<file path="config.mk">
export PLATFORM = sky130hd
export DESIGN_NAME = prc_ctrl
export DESIGN_NICKNAME = d
export VERILOG_FILES = /design/src/rtl/core/prc_pkg.sv /design/src/rtl/core/prc_ctrl.sv
export SDC_FILE = /design/constraint.sdc
export NUM_CORES = 1
export LEC_CHECK = 0
export ABC_AREA = 1
export BUFFER_PORTS_ARGS = -buffer_cell sky130_fd_sc_hd__buf_2
export CORE_AREA = 2 2 39 41
export CTS_CLUSTER_DIAMETER = 60
export DETAILED_ROUTE_END_ITERATION = 8
export DIE_AREA = 0 0 41 43
export MAX_ROUTING_LAYER = met4
export PLACE_DENSITY = 0.52
export SLEW_MARGIN = 40
export SYNTH_ARGS = -nofsm -noshare
export SYNTH_HDL_FRONTEND = slang
export SYNTH_SLANG_ARGS = --single-unit
export TNS_END_PERCENT = 50
</file>
<file path="constraint.sdc">
create_clock -name clk_i -period 1.6 [get_ports clk_i]
set_clock_uncertainty 0.2 [all_clocks]
set_input_delay 0.32 -clock clk_i [delete_from_list [all_inputs] [get_ports clk_i]]
set_output_delay 0.32 -clock clk_i [all_outputs]
set_load 0.02 [all_outputs]
</file>
<file path="src/rtl/core/prc_pkg.sv">
// ----------------------------------------------------------------------------
// prc_pkg: shared types and constants for point rotation about a center
// Payload structs, request codes, controller states, CORDIC angle table and
// fixed-point helpers used by the controller and the datapath.
// ----------------------------------------------------------------------------
package prc_pkg;

  // Field widths (Q15.8 coordinates, binary angles).
  localparam int COORD_W = 24;
  localparam int ANGLE_W = 16;

  // CORDIC iteration count bounds.
  localparam int CORDIC_STEPS_DEF = 16;
  localparam int CORDIC_STEPS_MAX = 24;

  // Fixed-point scaling.
  localparam int SCALE_SHIFT = 16;
  localparam int GAIN_FRAC   = 20;

  // Internal widths.
  localparam int RW  = COORD_W + 20;       // CORDIC x/y registers
  localparam int ZW  = 34;                 // CORDIC angle residual
  localparam int MW  = RW - SCALE_SHIFT;   // rounded magnitude / quotient
  localparam int DW  = MW + GAIN_FRAC + 1; // divider dividend
  localparam int PW  = 22;                 // squared-gain divisor
  localparam int SW  = COORD_W + 6;        // coordinate sums before saturation

  localparam logic signed [SW-1:0] COORD_MAX = SW'((64'd1 << (COORD_W - 1)) - 64'd1);
  localparam logic signed [SW-1:0] COORD_MIN = -COORD_MAX - SW'(1);

  typedef enum logic [1:0] {
    REQ_LOAD   = 2'd0,
    REQ_ROTATE = 2'd1,
    REQ_MOVE_X = 2'd2,
    REQ_MOVE_Y = 2'd3
  } req_type_e;

  typedef enum logic [0:0] {
    CFG_CENTER_X = 1'b0,
    CFG_CENTER_Y = 1'b1
  } cfg_idx_e;

  typedef struct packed {
    req_type_e                   req_type;
    logic                        point_sel;
    logic signed [COORD_W-1:0]   coord_x;
    logic signed [COORD_W-1:0]   coord_y;
    logic signed [ANGLE_W-1:0]   angle_step;
  } prc_req_t;

  typedef struct packed {
    logic signed [COORD_W-1:0]   point_x;
    logic signed [COORD_W-1:0]   point_y;
    logic signed [ANGLE_W-1:0]   point_angle_out;
  } prc_res_t;

  typedef enum logic [3:0] {
    S_IDLE,
    S_UPDATE,
    S_VEC_GO,
    S_VEC_RUN,
    S_VEC_END,
    S_ROT_GO,
    S_ROT_RUN,
    S_DIV_GO,
    S_DIV_RUN,
    S_WRITE,
    S_FIN
  } ctrl_state_e;

  typedef struct packed {
    logic capture;
    logic update;
    logic vec_start;
    logic vec_end;
    logic rot_start;
    logic div_start;
    logic write_back;
    logic emit;
  } dp_cmd_t;

  typedef struct packed {
    logic is_rotate;
    logic cordic_done;
    logic div_done;
  } dp_sts_t;

  // atan(2^-i) with 2^32 as a full turn.
  function automatic logic [31:0] atan_entry(logic [4:0] idx);
    logic [31:0] a;
    unique case (idx)
      5'd0:  a = 32'd536870912;
      5'd1:  a = 32'd316933406;
      5'd2:  a = 32'd167458907;
      5'd3:  a = 32'd85004756;
      5'd4:  a = 32'd42667331;
      5'd5:  a = 32'd21354465;
      5'd6:  a = 32'd10679838;
      5'd7:  a = 32'd5340245;
      5'd8:  a = 32'd2670163;
      5'd9:  a = 32'd1335086;
      5'd10: a = 32'd667544;
      5'd11: a = 32'd333772;
      5'd12: a = 32'd166886;
      5'd13: a = 32'd83443;
      5'd14: a = 32'd41721;
      5'd15: a = 32'd20860;
      5'd16: a = 32'd10430;
      5'd17: a = 32'd5215;
      5'd18: a = 32'd2607;
      5'd19: a = 32'd1303;
      5'd20: a = 32'd651;
      5'd21: a = 32'd325;
      5'd22: a = 32'd162;
      5'd23: a = 32'd81;
      default: a = 32'd0;
    endcase
    return a;
  endfunction

  // Squared CORDIC gain in Q20, evaluated at elaboration.
  function automatic logic [PW-1:0] gain_sq(int steps);
    logic [31:0] p;
    p = 32'd1 << GAIN_FRAC;
    for (int i = 0; i < steps; i++) begin
      p = p + (p >> (2 * i));
    end
    return p[PW-1:0];
  endfunction

  function automatic logic signed [COORD_W-1:0] sat_coord(logic signed [SW-1:0] v);
    logic signed [COORD_W-1:0] r;
    if (v > COORD_MAX) begin
      r = COORD_MAX[COORD_W-1:0];
    end else if (v < COORD_MIN) begin
      r = COORD_MIN[COORD_W-1:0];
    end else begin
      r = v[COORD_W-1:0];
    end
    return r;
  endfunction

endpackage

</file>
<file path="src/rtl/core/prc_ctrl.sv">
// ----------------------------------------------------------------------------
// prc_ctrl: request sequencer
// Steps loads and moves through update and vectoring, rotations through
// vectoring, rotation, division and write-back; raises the result strobe.
// ----------------------------------------------------------------------------
module prc_ctrl (
  input  logic                  clk_i,
  input  logic                  rst_ni,
  input  logic                  start_i,
  input  prc_pkg::dp_sts_t      sts_i,
  output prc_pkg::dp_cmd_t      cmd_o,
  output logic                  busy_o,
  output logic                  done_o
);

  prc_pkg::ctrl_state_e state_q, state_d;
  logic                 done_q;

  always_comb begin
    state_d = state_q;
    unique case (state_q)
      prc_pkg::S_IDLE:    if (start_i) state_d = prc_pkg::S_UPDATE;
      prc_pkg::S_UPDATE:  state_d = prc_pkg::S_VEC_GO;
      prc_pkg::S_VEC_GO:  state_d = prc_pkg::S_VEC_RUN;
      prc_pkg::S_VEC_RUN: if (sts_i.cordic_done) state_d = prc_pkg::S_VEC_END;
      prc_pkg::S_VEC_END: state_d = sts_i.is_rotate ? prc_pkg::S_ROT_GO : prc_pkg::S_FIN;
      prc_pkg::S_ROT_GO:  state_d = prc_pkg::S_ROT_RUN;
      prc_pkg::S_ROT_RUN: if (sts_i.cordic_done) state_d = prc_pkg::S_DIV_GO;
      prc_pkg::S_DIV_GO:  state_d = prc_pkg::S_DIV_RUN;
      prc_pkg::S_DIV_RUN: if (sts_i.div_done) state_d = prc_pkg::S_WRITE;
      prc_pkg::S_WRITE:   state_d = prc_pkg::S_FIN;
      prc_pkg::S_FIN:     state_d = prc_pkg::S_IDLE;
      default:            state_d = prc_pkg::S_IDLE;
    endcase
  end

  always_comb begin
    cmd_o            = '0;
    cmd_o.capture    = (state_q == prc_pkg::S_IDLE) && start_i;
    cmd_o.update     = (state_q == prc_pkg::S_UPDATE) && !sts_i.is_rotate;
    cmd_o.vec_start  = (state_q == prc_pkg::S_VEC_GO);
    cmd_o.vec_end    = (state_q == prc_pkg::S_VEC_END);
    cmd_o.rot_start  = (state_q == prc_pkg::S_ROT_GO);
    cmd_o.div_start  = (state_q == prc_pkg::S_DIV_GO);
    cmd_o.write_back = (state_q == prc_pkg::S_WRITE);
    cmd_o.emit       = (state_q == prc_pkg::S_FIN);
  end

  always_ff @(posedge clk_i or negedge rst_ni) begin
    if (!rst_ni) begin
      state_q <= prc_pkg::S_IDLE;
      done_q  <= 1'b0;
    end else begin
      state_q <= state_d;
      done_q  <= (state_q == prc_pkg::S_FIN);
    end
  end

  assign busy_o = (state_q != prc_pkg::S_IDLE);
  assign done_o = done_q;

`ifndef SYNTHESIS
  a_accept_busy: assert property (@(posedge clk_i) disable iff (!rst_ni)
    start_i && !busy_o |=> busy_o)
    else $error("accepted request did not raise busy");

  a_done_idle: assert property (@(posedge clk_i) disable iff (!rst_ni)
    done_o |-> !busy_o && $past(state_q) == prc_pkg::S_FIN)
    else $error("result strobe outside of request completion");

  a_cordic_done_state: assert property (@(posedge clk_i) disable iff (!rst_ni)
    sts_i.cordic_done |-> (state_q == prc_pkg::S_VEC_RUN || state_q == prc_pkg::S_ROT_RUN))
    else $error("CORDIC finished while not awaited");

  a_div_done_state: assert property (@(posedge clk_i) disable iff (!rst_ni)
    sts_i.div_done |-> state_q == prc_pkg::S_DIV_RUN)
    else $error("divider finished while not awaited");
`endif

endmodule

</file>
=== Word level (Yosys, flattened, before mapping) ===
Index checks and enable logic that the tools add are counted.

* Register bits after elaboration: 5
* Input bits: 6
* Output and inout port bits: 10
* Word-level logic and storage cells: 28

* Equal/unequal tests: 14
* Multiplexer cells: 6
* Reduce and logical (&&, ||, !) cells: 6

{| class="wikitable"
|+ Operators with widths
! kind !! number
|-
| 4-bit one-hot mux with 10 select lines || 1
|-
| 4-bit 2-to-1 mux || 5
|-
| 4-bit by 3-bit == test with 1-bit output, second input constant || 4
|-
| 4-bit == test, second input constant || 3
|-
| 4-bit by 2-bit == test with 1-bit output, second input constant || 2
|-
| 2-bit != test, second input constant || 4
|-
| 4-bit by 1-bit == test with 1-bit output, second input constant || 1
|-
| 4-bit zero test || 1
|-
| 4-bit AND reduction || 1
|-
| 4-bit nonzero test || 1
|-
| 1-bit logical AND || 2
|-
| 1-bit zero test || 1
|}

=== Depth between registers and ports, before layout ===
* Word-level depth: 3
* Depth in mapped cells: 7
* Gate-level depth less buffers: 7

=== Least setup slack after synthesis ===
Ideal clock, no wire load.

* Kind: register to output
* Start: register state_q[0]
* End: output cmd_o[6] (netlist name)
* Arrival: 1.255 ns
* Data required time: 1.080 ns
* Setup slack: -0.175 ns
* Cell stages (with the launch flop): 5
* Buffers on the path: 0
* Path through: dfrtp_1 inv_1 nor2_1 inv_1 nor4_1

{| class="wikitable"
|+ RTL lines
! item !! RTL line !! RTL
|-
| from (decl) || prc_ctrl.sv:16 || <nowiki>prc_pkg::ctrl_state_e state_q, state_d;</nowiki>
|-
| from (signal assigned) || prc_ctrl.sv:51 || <nowiki>state_q <= prc_pkg::S_IDLE;</nowiki>
|-
| from (signal assigned) || prc_ctrl.sv:54 || <nowiki>state_q <= state_d;</nowiki>
|-
| to (decl) || prc_ctrl.sv:11 || <nowiki>output prc_pkg::dp_cmd_t cmd_o,</nowiki>
|}

==> impl_metrics.yaml <==
run_status:
  status: "complete, but fails checks"
  violations: "setup timing"
power:
  finalPower_uw: 1336
  leakage_uw: 0.0003776
  ir_worst_vdd_mv: 0.7071
  power_density_mw_per_mm2: 1992
logic_synthesis:
  ys_seq_area_share_pct: 34.25
  yosys.area.top_type: "dfrtp_1"
  yosysTopAreaCellShare_pct: 34.25
  yosysMostFrequentCell: "nand2_1"
  dominantRegCellSynth: "dfrtp_1"
  synth_cells: 62
  synth_warnings: 0
  synth_commonest_cells: "nand2_1 (20), inv_1 (13), nor2_1 (9), nand3_1 (6), dfrtp_1 (5)"
  yosys-top-cells-area: "dfrtp_1 (34%), nand2_1 (21%), inv_1 (13%)"
  synth-seq-cells: 5
  synthDistinctLibCells: 12
  syn_area_um2: 365.4
  syn_nets: 68
  avgSynthCellArea_um2: 5.893
  synthArstFlopShare_pct: 100.0
  synth_edf_count: 0
floorplan:
  placement_rows: 14
  dieArea_mm2: 0.001763
  core-area_mm2: 0.001384
  die_h_um: 43
  die_w_um: 41
  io_pins: 16
  initial_utilization_pct: 26.40
clock_network:
  worstSkewPairLatency_ps: 230
  clock_sinks: 5
  clk_path_buf_depth: 2
  root_buffer: "clkbuf_4"
  cts_max_level: 1
  path_clk_slew_ps: 40
  cts_tree: "built"
  cts_made_buffers: 3
grt:
  grt_pass1_vias: 424
  grt_pass1_wl_um: 1690
  grt_max_degree: 7
  grtUsageTotal_pct: 15.06
  grt_antenna_before_repair: 0
  overflow: 0
setup_path:
  start_kind: "register"
  path_cells: "inv_2 > nor2_4 > inv_2 > nor3_1 > buf_2"
  timing.critical_path.mode_cell: "inv_2"
  worstPathArrival_ps: 1310
  critPathMaxStageDelay_ps: 420
  cp.required_ps: 1080
  rrSetupSlack_ps: 80
  reg2reg_depth: 8
  cp_num_cells: 5
  crit_type: "reg -> out"
  crit_buf_inv: 3
  cp_top_family: "flip-flops"
  cp-end-kind: "output pin"
  slowest_stage: "dfrtp_1"
  path_max_fanout: 4
finish:
  nets: 101
  syn2layout_area_growth_pct: 83.56
  drive_above_1_share_pct: 54.26
  final_util_pct: 48.46
  fin_cells: 110
  antennaDiodeCount: 0
detailed_routing:
  first_pass_iters: 4
  drt.antenna.violating_nets: 0
  wl_um: 1155
  route.detailed.drc: 0
  viasPerCell: 4.427
  drtIter0Drc: 10
  vias: 487
  wl_per_cell_um: 10.50
sta:
  setup-tns-final_ps: -884.9
  tightestPinTransition_ps: 197.5
  period_share_pct: 114.2
  setup_viol: 9
  hold_viol_final: 0
  rsz0062_at_grt: "yes"
  drv_slew: 0
  maxSlewHeadroom_pct: 86.73
  max_freq_mhz: 547.4
  period_needed_ps: 1827
  finalWorstSetupSlack_ps: -226.7
min_path:
  holdPathStages: 4
  hp-class: "in -> reg"
place:
  dp_cells: 95
  gp_congestion: 0.7919
  io_buffers: 15
  place_hpwl_um: 733
  dp_slack_ps: -63.72
flow_run:
  maxCapViolCount: 0
==> routing by layer <==
layer	vias to the layer above	wire, µm	GRT usage (%)
met5	-	0	-
met1	218	461	16.56
met2	11	623	22.81
met4	0	37	10.67
met3	4	32	3.141
li1	254	-	-
==> cells by family (layout without fill, tap and decap cells) <==
| group | count (synthesis) | in the layout | share of synthesized area, % |
|---|---|---|---|
| AND/OR/NAND/NOR | 41 | 41 | 47.95 |
| flip-flops | 5 | 5 | 34.25 |
| AO/OA/AOI/OAI | 2 | 2 | 3.424 |
| buffers and inverters | 14 | 46 | 14.38 |
==> final timing paths <==
path,from,to
worst max-delay path,state_q[1],cmd_o[5]
worst min-delay path,sts_i[1],state_q[0]
worst max register to register,state_q[3],state_q[0]
worst min register to register,state_q[3],state_q[1]
max in group asynchronous,rst_ni,state_q[0]
min in group asynchronous,rst_ni,state_q[1]
==> per-stage QoR <==
step | hold WS, ps | area (µm²)
after floorplan | -175.6 | 371.6
after global placement | -64.29 | 481.7
after detailed placement | -61.92 | 481.7
after CTS | 189.7 | 594.3
after global routing | 205.2 | 670.6
final | 194.9 | 670.6
==> cell usage in the layout (no fill, tap or decap) <==
| master | count |
|---|---|
| buf_2 | 9 |
| dlygate4sd3_1 | 1 |
| buf_4 | 13 |
| a21oi_1 | 1 |
| clkbuf_4 | 3 |
| inv_4 | 1 |
| nand2_1 | 20 |
| dfrtp_2 | 3 |
| nor4_2 | 1 |
| buf_6 | 5 |
| inv_2 | 6 |
| dfrtp_1 | 2 |
| nor2_1 | 2 |
| clkbuf_1 | 1 |
| o211ai_1 | 1 |
| nor2_4 | 4 |
| nand3_1 | 6 |
| nand4_1 | 1 |
| nor3_1 | 1 |
| nor2_2 | 6 |
| inv_1 | 7 |
==> tightest hold or removal path, stage by stage <==
cell     delay (ps)
buf_2            80
inv_1            40
nand3_1         100
nand2_1          60
==> cell type report <==
| class | count | area [µm²] |
|---|---|---|
| multi-input cells | 43 | 231.5 |
| inverters | 14 | 55.05 |
| well taps | 16 | 20.02 |
| clock buffers | 4 | 26.28 |
| flip-flops and latches | 5 | 128.9 |
| repair buffers | 28 | 209.0 |
| fillers | 139 | 713.2 |
==> registers in the layout, summed over array words and instances, names as in the netlist <==
| name | cells |
|---|---|
| done_o | 1 |
| state_q | 4 |
==> power by group <==
part	switching [µW]	internal [µW]
sequential	98.4	186
clock	46.3	93.9
combinational	514	398
total	659	678
==> what timing repair did <==
action                                  in CTS  in global routing
hold endpoints to repair                     5                  0
gates cloned                                 0                  0
hold buffers                                 1                  0
endpoints found under the setup margin       9                  9
buffers inserted                             5                  5
pin swaps                                    3                  6
gates resized for setup                     16                 16
Note: power is estimated with default switching activity, not from simulation.
